<file path="config.mk">
export PLATFORM = sky130hd
export DESIGN_NAME = ram_ctrl
export DESIGN_NICKNAME = d
export VERILOG_FILES = /design/src/rtl/ram_pkg.sv /design/src/rtl/ram_ctrl.sv
export VERILOG_INCLUDE_DIRS = /design/src /design/src/rtl
export SDC_FILE = /design/constraint.sdc
export NUM_CORES = 1
export LEC_CHECK = 0
export BUFFER_PORTS_ARGS = -buffer_cell sky130_fd_sc_hd__buf_2
export CAP_MARGIN = 20
export CELL_PAD_IN_SITES_DETAIL_PLACEMENT = 0
export CELL_PAD_IN_SITES_GLOBAL_PLACEMENT = 2
export CORE_MARGIN = 3
export CORE_UTILIZATION = 23
export DETAILED_ROUTE_END_ITERATION = 16
export HOLD_SLACK_MARGIN = 0.1
export PLACE_DENSITY_LB_ADDON = 0.3
export SLEW_MARGIN = 10
export SYNTH_ARGS = -nofsm -noshare
export SYNTH_HDL_FRONTEND = slang
export SYNTH_SLANG_ARGS = --single-unit
</file>
<file path="constraint.sdc">
create_clock -name clk -period 1.5 [get_ports clk]
set_input_delay 0 -clock clk [delete_from_list [all_inputs] [get_ports clk]]
set_output_delay 0 -clock clk [all_outputs]
set_load 0.02 [all_outputs]
</file>
<file path="src/rtl/radix_address_map_defines.svh">
// Assertion macros for the radix address map.
// Included by modules that assert; no other dependencies.
`ifndef RADIX_ADDRESS_MAP_DEFINES_SVH
`define RADIX_ADDRESS_MAP_DEFINES_SVH
`ifndef SYNTHESIS
`define RAM_ASSERT_IMPL(label, clk, rst_n, ante, cons) \
    label: assert property (@(posedge clk) disable iff (!rst_n) (ante) |-> (cons)) \
        else $error("assertion failed");
`define RAM_ASSERT_NEXT(label, clk, rst_n, ante, cons) \
    label: assert property (@(posedge clk) disable iff (!rst_n) (ante) |=> (cons)) \
        else $error("assertion failed");
`else
`define RAM_ASSERT_IMPL(label, clk, rst_n, ante, cons)
`define RAM_ASSERT_NEXT(label, clk, rst_n, ante, cons)
`endif
`endif

</file>
<file path="src/rtl/ram_pkg.sv">
// Package for the radix address map: sizes, key fields, controller commands.
// No dependencies.
`timescale 1ns / 1ps
package ram_pkg;
    localparam int UPPER_ENTRIES = 16;
    localparam int MIDDLE_NODES  = 64;
    localparam int LEAF_GROUPS   = 256;
    localparam int LEAF_ENTRIES  = 4096;
    localparam int SLOTS         = 32;
    localparam int UW = $clog2(UPPER_ENTRIES + 1);  // count widths
    localparam int MW = $clog2(MIDDLE_NODES + 1);
    localparam int GW = $clog2(LEAF_GROUPS + 1);
    localparam int LW = $clog2(LEAF_ENTRIES + 1);
    localparam int UI = (UPPER_ENTRIES > 1) ? $clog2(UPPER_ENTRIES) : 1;
    localparam int MI = (MIDDLE_NODES > 1) ? $clog2(MIDDLE_NODES) : 1;
    localparam int GI = (LEAF_GROUPS > 1) ? $clog2(LEAF_GROUPS) : 1;
    localparam int LI = (LEAF_ENTRIES > 1) ? $clog2(LEAF_ENTRIES) : 1;
    localparam int SI = MI + 5;                     // slot table address
    localparam int SLOT_DEPTH = MIDDLE_NODES * SLOTS;

    // controller to datapath commands
    typedef enum logic [3:0] {
        CMD_NONE, CMD_LOAD, CMD_CLR, CMD_SCAN_U, CMD_SCAN_M, CMD_READ_S,
        CMD_SCAN_L, CMD_COMMIT, CMD_RD_VAL
    } cmd_t;

    typedef struct packed {
        logic clr_done;   // slot clear pass finished
        logic scan_done;  // current scan finished
        logic hit;        // current level hit
        logic full;       // insert would overflow a pool
    } stat_t;
endpackage

</file>
<file path="src/rtl/ram_ctrl.sv">
// Controller: sequences one beat through the four level lookups.
// Depends on ram_pkg and radix_address_map_defines.svh.
`timescale 1ns / 1ps
`include "radix_address_map_defines.svh"
module ram_ctrl (
    input  logic           clk,
    input  logic           rst_n,
    input  logic           s_tvalid,
    output logic           s_tready,
    input  logic           kind,
    output logic           m_tvalid,
    input  logic           m_tready,
    input  ram_pkg::stat_t stat,
    output ram_pkg::cmd_t  cmd
);
    import ram_pkg::*;

    typedef enum logic [3:0] {
        S_CLR, S_IDLE, S_SU, S_SM, S_RS0, S_RS1, S_SL, S_FIN, S_RV0, S_RV1, S_OUT
    } state_t;

    state_t state_reg, state_next;
    logic   ins_reg;

    assign s_tready = (state_reg == S_IDLE);
    assign m_tvalid = (state_reg == S_OUT);

    always_comb
    begin
        cmd = CMD_NONE;
        state_next = state_reg;
        unique case (state_reg)
            S_CLR:  if (stat.clr_done) state_next = S_IDLE;
            S_IDLE: if (s_tvalid) begin cmd = CMD_LOAD; state_next = S_SU; end
            S_SU:
            begin
                cmd = CMD_SCAN_U;
                if (stat.scan_done) state_next = stat.hit ? S_SM : S_FIN;
            end
            S_SM:
            begin
                cmd = CMD_SCAN_M;
                if (stat.scan_done) state_next = stat.hit ? S_RS0 : S_FIN;
            end
            S_RS0:  state_next = S_RS1;  // slot read latency
            S_RS1:  begin cmd = CMD_READ_S; state_next = S_SL; end
            S_SL:
            begin
                // ends at once when the slot holds no group
                cmd = CMD_SCAN_L;
                if (stat.scan_done) state_next = S_FIN;
            end
            S_FIN:  state_next = ins_reg ? S_OUT : S_RV0;
            S_RV0:  state_next = S_RV1;   // value read latency
            S_RV1:  begin cmd = CMD_RD_VAL; state_next = S_OUT; end
            S_OUT:  if (m_tready) state_next = S_IDLE;
            default: state_next = S_IDLE;
        endcase
        if (state_reg == S_FIN && ins_reg) cmd = CMD_COMMIT;
    end

    always_ff @(posedge clk or negedge rst_n)
    begin
        if (!rst_n)
        begin
            state_reg <= S_CLR;
            ins_reg <= 1'b0;
        end
        else
        begin
            state_reg <= state_next;
            if (s_tvalid && s_tready) ins_reg <= kind;
        end
    end

    `RAM_ASSERT_IMPL(a_excl, clk, rst_n, 1'b1, !(s_tready && m_tvalid))
    `RAM_ASSERT_NEXT(a_out, clk, rst_n, m_tvalid && !m_tready, m_tvalid)
    `RAM_ASSERT_NEXT(a_start, clk, rst_n, s_tvalid && s_tready, state_reg == S_SU)
endmodule
</file>
==> metrics.md, run 1 <==
| Metric | Value |
|---|---|
| Number of cells on the worst hold path | 5 |
| Number of global-route vias before repair | 485 |
| RSZ-0062 raised after global routing | true |
| Average size of a mapped cell | 8.17 um^2 |
| Worst slew pin tran | 0.281 ns |
| CTS max path bufs | 2 |
| Core occupancy in the finished layout | 42.4% |
| Max Clk Rate | 662 MHz |
| Setup-failing EPs final | 3 |
| RR Startpoint | state_reg[1]$_DFFE_PN0P_ |
| Clock buffer count from CTS | 3 |
| Nets | 93 |
| Cells along the critical path | buf_6, nor4b_4, a31oi_1, o21ai_2, mux2_4 |
| Yosys top cell by area | sky130_fd_sc_hd__dfrtp_1 |
| H-tree Lvls | 1 |
| Hold_ws | 0.266 ns |
| Number of synthesized flops with an enable pin | 0 |
| Total of flip-flops plus latches after synthesis | 5 |
| Placed wire-length estimate | 898 um |
| Number of antenna violations at the first check in global routing | 0 |
| Post-Synthesis Cell Area | 433 um^2 |
| Total length of routed wires | 1.28 mm |
| Top FF cell, synth | sky130_fd_sc_hd__dfrtp_1 |
| Horizontal extent of the die | 49.4 um |
| Clock transition at path regs | 0.05 ns |
| Number of rows created at floorplan | 15 |
| IR Drop Worst-Case VDD | 1.11 mV |
| Critical path start-end classification | reg2reg |
| CP Data Required Time | 1.62 ns |
| Starting density of the core | 24.8% |
| Count of vias placed by the detailed router | 500 |
| Outcome | complete, but fails checks |
| Core area | 1750 um^2 |
| Gate Count Post-Synth | 53 |
| Class of the worst hold path | in2reg |
| Critical Path Max Stage Delay | 0.40 ns |
| Total number of clock tree sinks | 5 |
| WL per Instance | 11.8 um |
| Fin Clk Skew | 0.00660 ns |
| Maximum number of pins on one net before global-route repair | 13 |
| Post-synthesis cell type count | 25 |
| Post-route DRC | 0 |
| Worst path arrival time | 1.63 ns |
| Length in cells of the worst reg-to-reg path | 5 |
| PortBufs | 13 |
| Portion of the clock cycle consumed by the worst path in the final layout | 101% |
| Number of filler instances in the final layout | 183 |
| Type of element launching the critical path | register |
| Cell Pwr Density | 2340 nW/um^2 |
| Combined area of the multi-input logic cells | 314 um^2 |
| Shortest clock period the worst path allows after layout | 1.51 ns |
| Kind of end point of the critical path | register |
| Clock root buffer | sky130_fd_sc_hd__clkbuf_4 |
| Most numerous cell types in the synthesized netlist | sky130_fd_sc_hd__dfrtp_1 (5), sky130_fd_sc_hd__nor2_1 (5), sky130_fd_sc_hd__mux2_1 (4), sky130_fd_sc_hd__nand2_1 (4), sky130_fd_sc_hd__nand2b_1 (4) |
| Max Fanout on Critical Path | 3 |
| Maximum Capacitance Violations | 0 |
| Max-slew violation total from the final report | 0 |
| Number of placed I/O pins | 15 |
| Leakage power | 0.360 nW |
| Final GP Congestion | 0.709 |
| Vias per cell | 4.63 |
| Flip-flop count of the largest register after layout | 4 |
| Endpoint with the worst hold slack | state_reg[0]$_DFFE_PN0P_ |
| Clock latency on the worst-skew pair | 0.24 ns |
| Die Y-Extent | 49.4 um |
| Source of the worst hold timing path | stat[1] |
| Area fraction of the dominant cell type after synthesis | 28.9% |
| Area occupied by registers | 126 um^2 |
| Drt pass-1 iters | 4 |
| Count of endpoints failing hold in the final timing report | 0 |
| Remaining Overflow, GRT | 0 |
| CTS tree | done |
| Layout Area Growth over Synthesis | 71.1% |
| R2r setup slk | -0.01 ns |
| Post-Syn Nets | 62 |
| Crit path max-delay cell type | sky130_fd_sc_hd__dfrtp_1 |
| Tightest slew margin relative to the limit | 81.3% |
| Proportion of synthesized flip-flops having asynchronous set or reset | 100% |
| Warnings, synthesis | 0 |
| GRT Resource Usage Total | 11.1% |
| Iteration-0 DRC count of the detailed router | 6 |
| Failing checks | negative setup slack |
| Top post-synthesis cells by area | sky130_fd_sc_hd__dfrtp_1 (29%), sky130_fd_sc_hd__mux2_1 (10%), sky130_fd_sc_hd__nand2b_1 (5.8%), sky130_fd_sc_hd__nor2_1 (4.3%), sky130_fd_sc_hd__a21oi_1 (3.5%) |
| Portion of the post-synthesis area used by sequential elements | 28.9% |
| Antenna diode count | 0 |
| Full die area | 2440 um^2 |
| Proportion of layout cells with a drive suffix above 1 | 49.4% |
| Number of nets still failing antenna checks after routing | 0 |
| Worst setup margin | -0.0115 ns |
| First-pass GRT wire length | 2.17 mm |
| R2r endpoint | state_reg[2]$_DFFE_PN0P_ |
-- layer usage --
metal / track usage, % / up-vias / wire length (um) / share of wire [%]
met5: 0 / - / 0 / 0
met4: 1.38 / 0 / 4 / 0.31
met3: 4.28 / 2 / 71 / 5.6
met2: 17.2 / 15 / 581 / 45
met1: 15.0 / 232 / 622 / 49
li1: - / 251 / - / -
-- layout by cell type (no fill, tap or decap), types with 2 or more instances in the layout --
master                          instances
sky130_fd_sc_hd__buf_4                 10
sky130_fd_sc_hd__o22ai_1                2
sky130_fd_sc_hd__o21ai_1                3
sky130_fd_sc_hd__nor2_1                 5
sky130_fd_sc_hd__nor3b_1                2
sky130_fd_sc_hd__clkbuf_4               3
sky130_fd_sc_hd__dlygate4sd3_1          5
sky130_fd_sc_hd__a21oi_1                3
sky130_fd_sc_hd__buf_6                  4
sky130_fd_sc_hd__a31oi_1                2
sky130_fd_sc_hd__nand2b_4               2
sky130_fd_sc_hd__dfrtp_1                4
sky130_fd_sc_hd__nand2b_1               2
sky130_fd_sc_hd__nand2_1                3
sky130_fd_sc_hd__inv_1                  2
sky130_fd_sc_hd__buf_2                 13
sky130_fd_sc_hd__mux2_4                 4
-- where the power goes --
group | internal, mW | total, mW | leakage (nW) | switching [mW]
Combinational | 0.689 | 1.29 | 0.286 | 0.603
Sequential | 0.207 | 0.287 | 0.0584 | 0.0802
Clock | 0.101 | 0.158 | 0.0150 | 0.0571
-- critical path: cells and delay by family, from the launching register on --
family | cells | cell delay, ns
buffers and inverters | 1 | 0.13
AND/OR/NAND/NOR | 1 | 0.19
multiplexers | 1 | 0.33
flip-flops | 1 | 0.40
AO/OA/AOI/OAI | 2 | 0.33
-- area by class of cell --
class,count,area share [%]
inverters,2,1.01
clock buffers,4,3.55
flip-flops and latches,5,17.1
well taps,25,4.22
repair buffers,32,31.8
multi-input cells,40,42.4
-- worst max-delay path by stage --
stage	startpoint	to	cells past startpoint
after floorplan	state_reg[1]$_DFFE_PN0P_	cmd[2]	4
final	state_reg[1]$_DFFE_PN0P_	state_reg[2]$_DFFE_PN0P_	5
after CTS	state_reg[1]$_DFFE_PN0P_	state_reg[2]$_DFFE_PN0P_	5
after global routing	state_reg[1]$_DFFE_PN0P_	state_reg[1]$_DFFE_PN0P_	5
after detailed placement	state_reg[1]$_DFFE_PN0P_	state_reg[1]$_DFFE_PN0P_	5
after global placement	state_reg[1]$_DFFE_PN0P_	state_reg[1]$_DFFE_PN0P_	5
-- metrics by stage --
step | instance area [um^2] | instances | setup TNS (ns) | setup WS, ns | power (mW)
2_1_floorplan | 433 | 53 | 0 | 0.00686 | 0.923
3_3_place_gp | 556 | 93 | 0 | 0.0476 | 1.22
3_5_place_dp | 556 | 93 | 0 | 0.0441 | 1.22
4_1_cts | 677 | 105 | -0.150 | -0.0408 | 1.58
5_1_grt | 741 | 108 | -0.343 | -0.0835 | 1.86
6_report | 741 | 108 | -0.0222 | -0.0115 | 1.74
-- timing repair --
item,in CTS,in global routing
gates resized for setup,6,8
pin swaps,3,3
hold buffers,5,0
buffers inserted,3,3
endpoints found under the hold margin,7,0
endpoints found under the setup margin,1,5
-- kinds of logic after synthesis --
group	share of synthesized area, %
mux	12.7
flops	28.9
buf+inv	9.54
simple gates	27.5
compound gates	21.4
Power figures use the tool's default switching activity.
==> inputs of run 2 (changes only) <==
CORE_MARGIN = unset   (was 3)
==> metrics.md, run 2 (same netlist as run 1, synthesis figures left out) <==
| Metric | Value |
|---|---|
| Outcome | completed (was complete, but fails checks) |
| Number of stages on the worst setup path | 4 (was 5) |
| Clk network pwr share | 11.7% (was 9.1%) |
| Combined area of the multi-input logic cells | 272 um^2 (was 314 um^2) |
| Critical path start-end classification | reg2out (was reg2reg) |
| PortBufs | 13 (unchanged) |
| Starting density of the core | 24.8% (unchanged) |
| Full die area | 2060 um^2 (was 2440 um^2) |
| Antenna diode count | 0 (unchanged) |
| Number of global-route vias before repair | 388 (was 485) |
| Number of buffers inserted by post-CTS setup repair | 0 (was 3) |
| Post-route non-filler standard cell count | 99 (was 108) |
| CP Data Required Time | 1.50 ns (was 1.62 ns) |
| Worst path arrival time | 1.43 ns (was 1.63 ns) |
| Fin Clk Skew | 0.00679 ns (was 0.00660 ns) |
| Clock root buffer | sky130_fd_sc_hd__clkbuf_4 (unchanged) |
| Vias per cell | 4.62 (was 4.63) |
| H-tree Lvls | 1 (unchanged) |
| Cell Pwr Density | 2160 nW/um^2 (was 2340 nW/um^2) |
| Leakage power | 0.278 nW (was 0.360 nW) |
| Switching Power | 0.613 mW (was 0.740 mW) |
| Most common cell after layout, fill and taps aside | sky130_fd_sc_hd__buf_2 (unchanged) |
| Shortest clock period the worst path allows after layout | 1.43 ns (was 1.51 ns) |
| CTS max path bufs | 2 (unchanged) |
| Placed instance area | 541 um^2 (was 556 um^2) |
| Max Fanout on Critical Path | 11 (was 3) |
| Core area | 1750 um^2 (unchanged) |
| Remaining Overflow, GRT | 0 (unchanged) |
| Placed wire-length estimate | 800 um (was 898 um) |
| Maximum Capacitance Violations | 0 (unchanged) |
| Number of placed I/O pins | 15 (unchanged) |
| IR Drop Worst-Case VDD | 1.00 mV (was 1.11 mV) |
| Portion of the clock cycle consumed by the worst path in the final layout | 95.0% (was 101%) |
| Area occupied by registers | 126 um^2 (unchanged) |
| Tightest slew margin relative to the limit | 84.8% (was 81.3%) |
| Kind of end point of the critical path | output pin (was register) |
| Post-route DRC | 0 (unchanged) |
| Number of placed cells counting well taps | 91 (was 93) |
| Class of the worst hold path | in2reg (unchanged) |
| Total number of clock tree sinks | 5 (unchanged) |
| Seq pwr share | 22.5% (was 16.5%) |
| Critical Path Max Stage Delay | 0.43 ns (was 0.40 ns) |
| Type of element launching the critical path | register (unchanged) |
| Number of nets still failing antenna checks after routing | 0 (unchanged) |
| Combinational cell fraction of total power | 65.8% (was 74.4%) |
| Internal cell power | 0.709 mW (was 0.996 mW) |
| Die Y-Extent | 45.4 um (was 49.4 um) |
| Horizontal extent of the die | 45.4 um (was 49.4 um) |
| Worst slew pin tran | 0.227 ns (was 0.281 ns) |
| Count of endpoints failing hold in the final timing report | 0 (unchanged) |
| Cells along the critical path | buf_4, nand2b_1, nor3b_2, buf_2 (was buf_6, nor4b_4, a31oi_1, o21ai_2, mux2_4) |
| Number of antenna violations at the first check in global routing | 0 (unchanged) |
| Setup-failing EPs final | 0 (was 3) |
| Routed wire length on met3 | 53 um (was 71 um) |
| Nets | 84 (was 93) |
| Number of rows created at floorplan | 15 (unchanged) |
| Net switching share of the total power | 46.4% (was 42.6%) |
| Clock transition at path regs | 0.04 ns (was 0.05 ns) |
| Clock latency on the worst-skew pair | 0.24 ns (about the same) |
| Highest routed layer | met4 (unchanged) |
| Proportion of layout cells with a drive suffix above 1 | 36.5% (was 49.4%) |
| Length in cells of the worst reg-to-reg path | 4 (was 5) |
| Max-slew violation total from the final report | 0 (unchanged) |
| Routed length on met2 | 479 um (was 581 um) |
| Maximum number of pins on one net before global-route repair | 12 (was 13) |
| Max Clk Rate | 701 MHz (was 662 MHz) |
| Crit path max-delay cell type | sky130_fd_sc_hd__dfrtp_1 (unchanged) |
| RSZ-0062 raised after global routing | true (unchanged) |
| Bufs and invs on worst path | 2 (was 1) |
| WL per Instance | 10.9 um (was 11.8 um) |
| Final standard cell area without fillers | 613 um^2 (was 741 um^2) |
| GRT Resource Usage Total | 12.7% (was 11.1%) |
| Flip-flop count of the largest register after layout | 4 (unchanged) |
| CTS tree | done (unchanged) |
| Number of filler instances in the final layout | 187 (was 183) |
| Number of cells on the worst hold path | 3 (was 5) |
| Final GP Congestion | 0.692 (was 0.709) |
| Clock buffer count from CTS | 3 (unchanged) |
| Drt pass-1 iters | 3 (was 4) |
| Total length of routed wires | 1.08 mm (was 1.28 mm) |
| Count of vias placed by the detailed router | 457 (was 500) |
| Most frequent cells in the layout | sky130_fd_sc_hd__buf_2 (13), sky130_fd_sc_hd__buf_4 (6), sky130_fd_sc_hd__nor2_1 (5) (was sky130_fd_sc_hd__buf_2 (13), sky130_fd_sc_hd__buf_4 (10), sky130_fd_sc_hd__nor2_1 (5), sky130_fd_sc_hd__dlygate4sd3_1 (5)) |
| Iteration-0 DRC count of the detailed router | 7 (was 6) |
| First-pass GRT wire length | 1.75 mm (was 2.17 mm) |
| Layout Area Growth over Synthesis | 41.6% (was 71.1%) |
| Crit-path leading delay family | flip-flops (unchanged) |
| Routed length on met1 | 530 um (was 622 um) |
-- run 2: changes by cell type in the layout (fill, tap and decap cells not counted), sizes merged --
cell         previous run  this run
buf                    27        19
dlygate4sd3             5         4
-- run 2: repair_timing --
item                                    4_1_cts  5_1_grt
hold endpoints to repair                      7        0
hold buffers                                  4        0
gates resized for setup                       0        2
endpoints found under the setup margin        0        5
-- run 2: routing by layer --
metal,vias to the layer above,GRT usage (%)
met5,-,0
met4,0,9.09
met3,2,4.76
met2,11,17.1
met1,211,16.3
li1,233,-
-- run 2: metrics by stage --
stage | utilization [%] | power (mW) | hold slack, ns | worst slack, ns | TNS [ns]
6_report | 35.1 | 1.32 | 0.113 | 0.0743 | 0
5_1_grt | 35.1 | 1.44 | 0.114 | -0.0101 | -0.0227
2_1_floorplan | - | 0.923 | -0.296 | 0.00686 | 0
4_1_cts | 34.8 | 1.33 | 0.106 | 0.0619 | 0
3_3_place_gp | 31.0 | 1.17 | -0.180 | 0.0825 | 0
3_5_place_dp | 31.0 | 1.16 | -0.181 | 0.0706 | 0
-- run 2: layout make-up --
cell class                      instances  area share, %
Clock buffer                            4           4.29
Inverter                                2           1.22
Multi-Input combinational cell         40           44.3
Sequential cell                         5           20.6
Tap cell                               25           5.10
Timing Repair Buffer                   23           24.5
-- run 2: power by group through the flow --
| stage | clock network, mW | registers, mW | logic (mW) |
|---|---|---|---|
| final | 0.155 | 0.297 | 0.870 |
| after floorplan | 0 | 0.238 | 0.685 |
| after global routing | 0.169 | 0.310 | 0.958 |
| after CTS | 0.163 | 0.294 | 0.873 |
| after detailed placement | 0 | 0.295 | 0.860 |
| after global placement | 0 | 0.296 | 0.873 |
-- run 2: path summary, 6_finish.rpt --
kind / start / endpoint / slack, ns
worst max-delay path: state_reg[2]$_DFFE_PN0P_ / m_tvalid / 0.07
worst min-delay path: s_tvalid / ins_reg$_DFFE_PN0P_ / 0.11
worst max register to register: state_reg[1]$_DFFE_PN0P_ / state_reg[0]$_DFFE_PN0P_ / 0.08
worst min register to register: ins_reg$_DFFE_PN0P_ / ins_reg$_DFFE_PN0P_ / 0.59
max in group asynchronous: rst_n / state_reg[1]$_DFFE_PN0P_ / 0.63
min in group asynchronous: rst_n / state_reg[3]$_DFFE_PN0P_ / 0.66
-- run 2: tightest hold or removal path, delay by kind of cell --
kind	cells	cell delay (ns)
buf+inv	1	0.13
mux	1	0.12
simple gates	1	0.06
